--- src/design/acs_pkg.sv ---
`timescale 1ns / 1ps

package acs_pkg;

  localparam int PC_W    = 11;
  localparam int WORD_W  = 16;
  localparam int ACC_W   = 16;
  localparam int BYTE_W  = 8;
  localparam int FLAG_W  = 4;
  localparam int CODE_W  = 5;
  localparam int IO_AW   = 5;
  localparam int IO_ENTRIES = 32;

  // flag bit positions
  localparam int FLAG_ZERO  = 0;
  localparam int FLAG_CARRY = 1;
  localparam int FLAG_SIGN  = 2;
  localparam int FLAG_OVER  = 3;

  typedef enum logic [1:0] {
    CMD_WRITE   = 2'd0,
    CMD_STEP    = 2'd1,
    CMD_READ    = 2'd2,
    CMD_IO_READ = 2'd3
  } cmd_e;

  typedef enum logic [1:0] {
    RUN_ACTIVE  = 2'd0,
    RUN_ENDED   = 2'd1,
    RUN_ILLEGAL = 2'd2
  } run_e;

  typedef enum logic [CODE_W-1:0] {
    OP_WM   = 5'h01,
    OP_RM   = 5'h02,
    OP_BR   = 5'h03,
    OP_RIO  = 5'h04,
    OP_WIO  = 5'h05,
    OP_WB   = 5'h06,
    OP_WIB  = 5'h07,
    OP_WACC = 5'h09,
    OP_RACC = 5'h0B,
    OP_SWAP = 5'h0E,
    OP_BRLT = 5'h11,
    OP_BRGT = 5'h12,
    OP_BRNE = 5'h13,
    OP_BRE  = 5'h14,
    OP_SHR  = 5'h15,
    OP_SHL  = 5'h16,
    OP_XOR  = 5'h17,
    OP_NOT  = 5'h18,
    OP_OR   = 5'h19,
    OP_AND  = 5'h1A,
    OP_MUL  = 5'h1B,
    OP_SUB  = 5'h1D,
    OP_ADD  = 5'h1E,
    OP_EOP  = 5'h1F
  } code_e;

  typedef enum logic [2:0] {
    S_CLEAR,
    S_IDLE,
    S_HOST,
    S_READ,
    S_FETCH_LO,
    S_DECODE,
    S_EXEC
  } state_e;

  // architectural registers visible on the result
  typedef struct packed {
    logic [PC_W-1:0]   pc;
    logic [ACC_W-1:0]  acc;
    logic [BYTE_W-1:0] mbr;
    logic [BYTE_W-1:0] iobr;
    logic [FLAG_W-1:0] flags;
    run_e              run;
  } arch_t;

  function automatic logic [FLAG_W-1:0] flags_of(logic [ACC_W-1:0] v);
    logic [FLAG_W-1:0] f;
    f = '0;
    f[FLAG_ZERO]  = (v == '0);
    f[FLAG_CARRY] = |v[ACC_W-1:BYTE_W];
    f[FLAG_OVER]  = |v[ACC_W-1:BYTE_W];
    f[FLAG_SIGN]  = v[BYTE_W-1];
    return f;
  endfunction

endpackage

--- src/design/acs_alu.sv ---
`timescale 1ns / 1ps

module acs_alu import acs_pkg::*; (
  input  logic [WORD_W-1:0] ir_i,
  input  arch_t             arch_i,
  input  logic [BYTE_W-1:0] mem_data_i,
  input  logic [BYTE_W-1:0] io_data_i,
  output arch_t             arch_o
);

  code_e             code;
  logic [PC_W-1:0]   op;
  logic [BYTE_W-1:0] b;
  logic [BYTE_W-1:0] a8;
  logic [23:0]       prod;
  logic [ACC_W-1:0]  diff;
  logic [FLAG_W-1:0] cmp_f;
  logic [ACC_W-1:0]  logic_res;
  logic              take;

  assign code  = code_e'(ir_i[WORD_W-1:PC_W]);
  assign op    = ir_i[PC_W-1:0];
  assign b     = arch_i.mbr;
  assign a8    = arch_i.acc[BYTE_W-1:0];
  assign prod  = arch_i.acc * b;
  assign diff  = arch_i.acc - {8'd0, b};
  assign cmp_f = flags_of(diff);

  always_comb begin
    arch_o    = arch_i;
    logic_res = '0;
    take      = 1'b0;
    unique case (code)
      OP_WM, OP_WIO: ;
      OP_RM:   arch_o.mbr  = mem_data_i;
      OP_BR:   arch_o.pc   = op;
      OP_RIO:  arch_o.iobr = io_data_i;
      OP_WB:   arch_o.mbr  = op[BYTE_W-1:0];
      OP_WIB:  arch_o.iobr = op[BYTE_W-1:0];
      OP_WACC: begin
        arch_o.acc   = {8'd0, b};
        arch_o.flags = '0;
      end
      OP_RACC: begin
        arch_o.mbr   = a8;
        arch_o.flags = '0;
      end
      OP_SWAP: begin
        arch_o.mbr  = arch_i.iobr;
        arch_o.iobr = arch_i.mbr;
      end
      OP_BRLT, OP_BRGT, OP_BRNE, OP_BRE: begin
        arch_o.acc   = {8'd0, diff[BYTE_W-1:0]};
        arch_o.flags = cmp_f;
        take = (code == OP_BRE  &&  cmp_f[FLAG_ZERO]) ||
               (code == OP_BRNE && !cmp_f[FLAG_ZERO]) ||
               (code == OP_BRGT && !cmp_f[FLAG_SIGN]) ||
               (code == OP_BRLT &&  cmp_f[FLAG_SIGN]);
        if (take) begin
          arch_o.pc = op;
        end
      end
      OP_SHR: begin
        arch_o.flags = '0;
        arch_o.flags[FLAG_CARRY] = arch_i.acc[0];
        arch_o.acc = {8'd0, arch_i.acc[BYTE_W:1]};
      end
      OP_SHL: begin
        arch_o.flags = '0;
        arch_o.flags[FLAG_CARRY] = arch_i.acc[BYTE_W-1];
        arch_o.acc = {8'd0, arch_i.acc[BYTE_W-2:0], 1'b0};
      end
      OP_XOR, OP_NOT, OP_OR, OP_AND, OP_SUB, OP_ADD: begin
        unique case (code)
          OP_XOR:  logic_res = {8'd0, a8 ^ b};
          OP_NOT:  logic_res = {8'd0, ~a8};
          OP_OR:   logic_res = {8'd0, a8 | b};
          OP_AND:  logic_res = {8'd0, a8 & b};
          OP_SUB:  logic_res = {8'd0, a8 - b};
          default: logic_res = {8'd0, a8 + b};
        endcase
        arch_o.acc   = logic_res;
        arch_o.flags = flags_of(logic_res);
      end
      OP_MUL: begin
        arch_o.acc   = prod[ACC_W-1:0];
        arch_o.flags = flags_of(prod[ACC_W-1:0]);
      end
      OP_EOP:  arch_o.run = RUN_ENDED;
      default: arch_o.run = RUN_ILLEGAL;
    endcase
  end

endmodule

--- config.mk ---
export PLATFORM = sky130hd
export DESIGN_NAME = acs_alu
export DESIGN_NICKNAME = d
export VERILOG_FILES = /design/src/design/acs_pkg.sv /design/src/design/acs_alu.sv
export SDC_FILE = /design/constraint.sdc
export NUM_CORES = 1
export LEC_CHECK = 0
export ABC_CLOCK_PERIOD_IN_PS = 9500
export CELL_PAD_IN_SITES_DETAIL_PLACEMENT = 1
export CELL_PAD_IN_SITES_GLOBAL_PLACEMENT = 2
export CORE_AREA = 2 2 118 120
export DETAILED_ROUTE_END_ITERATION = 7
export DIE_AREA = 0 0 120 122
export DONT_BUFFER_PORTS = 1
export PLACE_DENSITY = 0.94
export SYNTH_ARGS = -nofsm -noshare
export SYNTH_HDL_FRONTEND = slang
export SYNTH_SLANG_ARGS = --single-unit
--- constraint.sdc ---
create_clock -name vclk -period 9.5
set_clock_uncertainty 0.2 [all_clocks]
set_input_delay 0.95 -clock vclk [all_inputs]
set_output_delay 0.95 -clock vclk [all_outputs]
set_load 0.01 [all_outputs]
==> metrics.cfg, run 1 <==
[sta]
finalSetupViolations = 0
grt_setup_unrepaired = false
max_freq_mhz = 141
min_period_over_period_pct = 74.5
max_slew_margin_pct = 17.2
setup_tns_ps = 0
finalMaxSlewViolations = 0
final.min_clock_period_ps = 7080
tightest_slew_ps = 1230
hold_violations = 0

[final_layout]
nFlopsAndLatches = 0
mostFrequentLayoutCells = 87 x nor2_1, 87 x inv_1, 63 x nand2_1
syn_to_final_growth_pct = 2.22
final_area_um2 = 5540
fill_cells = 1698
drive_gt1_share_pct = 3.75
clkbuf_count = 0
regArea_um2 = 0
num-nets-final = 893
insertedDiodeCount = 0

[synthesis]
yosys_warnings = 0
synthCells = 721
synth_area_um2 = 5420
ys_types = 69
yosysSeqAreaShare_pct = 0
postSynthAreaPerCell_um2 = 7.52
syn_nets = 919

[setup_path]
worstSetupPathType = input port to output port
critical_path_arrival_ps = 5930
cp_max_fo = 13
worstSetupEndpointType = output port
cp_data_required_time_ps = 8350
startpoint_type = input port

[routing]
via_per_inst = 6.34
drt_first_pass_iters = 7
detail_route.wl_per_cell_um = 23.3
drc = 0
drt_iter0_markers = 474
route.vias.total = 5539
drt_wl_total_mm = 20.4
ant_nets = 0

[floorplan]
die_area_um2 = 14600
start_util_pct = 40.1
die_height_um = 122
io_pins = 130
core_area_um2 = 13500
dieWidth_um = 120
num_rows = 43

[grt]
grt_pass1_vias = 5839
antenna_found_initial = 0
grt_pass1_wl_mm = 31.9
grtUsageTotal_pct = 27.4
globalRouteOverflowTotal = 0
grt_max_degree = 22

[power]
p_sw_uw = 467
p_leak_nw = 2.47
ir_drop_mv = 0.112
p_int_uw = 319
clkPwrFrac_pct = 0
seq_power_share_pct = 0
netSwitchingFraction_pct = 59.4
p_per_area_nw_per_um2 = 142
combPwrFrac_pct = 100.0

[place]
dp_hpwl_mm = 16.5
place_area_um2 = 5540
portBuffers = 0
gp_congestion = 0.963

[cts]
cts_resized = 0
holdBufCountCts = 0
cts_setup_buffers = 0

[flow_run]
maxCapViolations = 0

[status]
outcome = complete, no violations

[worst_hold_path]
hold_path.class = input port to output port
holdPathStages = 1

[kinds of logic after synthesis]
kind of cell / count (synthesis) / share of synthesized area (%)
buffers and inverters: 129 / 9.28
multiplexers: 15 / 3.72
XOR/XNOR: 41 / 6.62
adder cells (fa/ha/maj): 117 / 35.6
AO/OA/AOI/OAI: 172 / 23.2
AND/OR/NAND/NOR: 247 / 21.6
[routing by layer]
metal / vias to the layer above / global-route usage, % / part of all wire (%) / routed length, um
met1: 2801 / 36.1 / 41 / 8410
li1: 2444 / - / - / -
met3: 41 / 3.51 / 6.4 / 1300
met2: 253 / 47.5 / 50 / 10100
met5: - / 0 / 0 / 0
met4: 0 / 7.21 / 2.8 / 566
[metrics by stage]
stage	util, %	instances	hold slack [ps]	power (mW)	setup WS, ps
finish	41.0	873	1780	0.787	2420
global route	41.0	873	1800	0.886	2170
CTS	41.0	873	1780	0.783	2490
detailed placement	41.0	873	1780	0.777	2500
global placement	41.0	873	1790	0.737	2700
floorplan	-	721	1830	0.603	2870
[power by group through the flow]
stage,clock [mW],sequential (mW),combinational (mW)
6_report,0,0,0.787
2_1_floorplan,0,0,0.603
3_3_place_gp,0,0,0.737
4_1_cts,0,0,0.783
3_5_place_dp,0,0,0.777
5_1_grt,0,0,0.886
[Yosys cell counts, drive strengths merged, types with 12 or more instances]
master | count | area (um2)
a22o | 12 | 105
inv | 88 | 330
xnor2 | 32 | 280
nand2 | 63 | 236
fa | 62 | 1240
clkbuf | 27 | 101
a21oi | 31 | 155
nor2 | 87 | 327
ha | 55 | 688
and2 | 20 | 125
a22oi | 24 | 180
nor3 | 17 | 95.1
o21ai | 22 | 110
nand3 | 19 | 95.1
[worst max-delay path: stages]
cell and delay, ps:
clkinv_1 260, nor2_1 240, fa_1 470, fa_1 520
fa_1 500, inv_1 50, fa_1 470, inv_1 40
ha_1 210, or3_1 390, o21ai_1 390, mux2i_1 140
or4_1 430, nor3_1 140, and3b_1 300, o22ai_1 160
o22a_1 260
[final timing paths]
check                        to  startpoint  slack, ps
worst max-delay path  arch_o[3]  arch_i[17]       2420
worst min-delay path  arch_o[1]    ir_i[15]       1780
[area by class of cell]
| class | instances | area, um2 | area share, % |
|---|---|---|---|
| Timing Repair Buffer | 2 | 15.0 | 0.271 |
| Inverter | 99 | 372 | 6.71 |
| Multi-Input combinational cell | 592 | 4930 | 89.0 |
| Tap cell | 180 | 225 | 4.06 |
(Power assumes the default switching activity.)
==> inputs of run 2 (changes only) <==
ABC_CLOCK_PERIOD_IN_PS = 7060   (was 9500)
CORE_AREA = 2 2 123 125   (was 2 2 118 120)
DIE_AREA = 0 0 125 127   (was 0 0 120 122)
PLACE_DENSITY = 0.88   (was 0.94)
clock period = 7.06 ns   (was 9.5 ns; I/O delays follow)
==> run 2 against run 1 <==
  * Critical path depth is the same
  * Hold slack worse by 480 ps
  * Combinational power increased by 35%
  * Cell area is essentially flat
  * Die area up 8.4%
  * Total power rose by 34%
  * Flip-flop and latch count stayed put
==> metrics.cfg, run 2 (synthesis gave the netlist of run 1 again) <==
[final_layout]
insertedDiodeCount = 0  ; unchanged
drive_gt1_share_pct = 3.61  ; -0.14 points
instances_no_fill = 876  ; +0.34%
nFlopsAndLatches = 0  ; unchanged
clkbuf_count = 0  ; unchanged
post-route-util_pct = 38.4  ; -2.6 points
mostFrequentLayoutCells = 87 x nor2_1, 87 x inv_1, 63 x nand2_1
syn_to_final_growth_pct = 2.17  ; about the same
num-nets-final = 892  ; -0.11%
regArea_um2 = 0  ; unchanged
final_area_um2 = 5540  ; about the same

[power]
p_leak_nw = 2.46  ; -0.22%
p_per_area_nw_per_um2 = 190  ; +34%
fin_total_pwr_mw = 1.06  ; +34%
ir_drop_mv = 0.156  ; +39%

[sta]
final.min_clock_period_ps = 6600
min_period_over_period_pct = 93.4
finalMaxSlewViolations = 0  ; unchanged
fin_ws_ps = 463  ; -1960 ps
holdWs_ps = 1300  ; -484 ps
grt_setup_unrepaired = false
max_slew_margin_pct = 14.7  ; -2.5 points
tightest_slew_ps = 1270  ; +42.3 ps
finalSetupViolations = 0  ; unchanged
hold_violations = 0  ; unchanged
setup_tns_ps = 0  ; unchanged
max_freq_mhz = 152

[setup_path]
critical_path_arrival_ps = 5690  ; -240 ps
cp_slowest_cell = fa_1
cp_max_fo = 13  ; unchanged
cpLargestDelayFamily = adder cells
worstSetupEndpointType = output port
worstSetupPathType = input port to output port
cp_cell_sequence = clkinv_1 -> nor2_1 -> fa_1 -> fa_1 -> fa_1 -> inv_1 -> fa_1 -> inv_1 -> ha_1 -> or3_1 -> o21ai_1 -> mux2i_1 -> or4_1 -> nor3_1 -> and3b_1 -> o22ai_1 -> o22a_1
startpoint_type = input port
crit_top_cell = fa_1
worst-path-buf-inv = 3  ; unchanged
cp_data_required_time_ps = 6150  ; -2200 ps
critical_path.max_stage_delay_ps = 540  ; +20 ps

[routing]
drt_wl_total_mm = 20.7  ; +1.9%
drt_first_pass_iters = 6  ; -1
route.vias.total = 5514  ; -0.45%
via_per_inst = 6.29  ; -0.79%
drt_iter0_markers = 577  ; +22%
detail_route.wl_per_cell_um = 23.7  ; +1.5%
ant_nets = 0  ; unchanged
drc = 0  ; unchanged

[flow_run]
maxCapViolations = 0  ; unchanged

[floorplan]
die_height_um = 127  ; +4.1%
dieWidth_um = 125  ; +4.2%
core_area_um2 = 14400  ; +6.8%
num_rows = 44  ; +2.3%
start_util_pct = 37.6  ; -2.6 points
die_area_um2 = 15900  ; +8.4%
io_pins = 130  ; unchanged

[grt]
globalRouteOverflowTotal = 0  ; unchanged
grt_pass1_wl_mm = 32.5  ; +1.9%
grt_pass1_vias = 5864  ; +0.43%
grt_max_degree = 22  ; unchanged
antenna_found_initial = 0  ; unchanged
grtUsageTotal_pct = 25.3  ; -2.1 points

[cts]
holdBufCountCts = 0  ; unchanged
cts_setup_buffers = 0  ; unchanged
cts_resized = 0  ; unchanged

[place]
dp_slack_ps = 519  ; -1980 ps
portBuffers = 0  ; unchanged
dp_hpwl_mm = 16.9  ; +2.3%
place_area_um2 = 5540  ; about the same
place_inst = 876  ; +0.34%
gp_congestion = 0.935  ; -3.0%

[worst_hold_path]
hold_path.class = input port to output port
worst_hold_startpoint = ir_i[15]
min_to = arch_o[1]
holdPathStages = 1  ; unchanged

[status]
outcome = complete, no violations

-- run 2: cell count changes in the layout (fill, tap and decap cells not counted) --
| cell | before | now |
|---|---|---|
| buf_4 | 2 | 1 |
-- run 2: area by class of cell --
class	instances	area (um2)
Inverter	99	372
Multi-Input combinational cell	592	4930
Tap cell	184	230
Fill cell	1859	8880
Timing Repair Buffer	1	7.51
-- run 2: worst max path at each step --
stage / startpoint / endpoint / slack [ps] / cells past startpoint
4_1_cts: arch_i[17] / arch_o[3] / 510 / 17
3_3_place_gp: arch_i[16] / arch_o[3] / 720 / 17
2_1_floorplan: arch_i[18] / arch_o[3] / 920 / 18
6_report: arch_i[17] / arch_o[3] / 460 / 17
5_1_grt: arch_i[17] / arch_o[3] / 180 / 17
3_5_place_dp: arch_i[17] / arch_o[3] / 520 / 17
-- run 2: where the power goes --
part	internal (mW)	switching, mW	leakage, nW
clock network	0	0	0
registers	0	0	0
logic	0.430	0.625	2.46
-- run 2: routing by layer --
| metal | global-route usage, % | wire [um] | up-vias |
|---|---|---|---|
| met5 | 0 | 0 | - |
| met4 | 5.88 | 527 | 0 |
| met3 | 1.34 | 1120 | 29 |
| met2 | 44.9 | 10200 | 234 |
| met1 | 34.2 | 8860 | 2803 |
| li1 | - | - | 2448 |
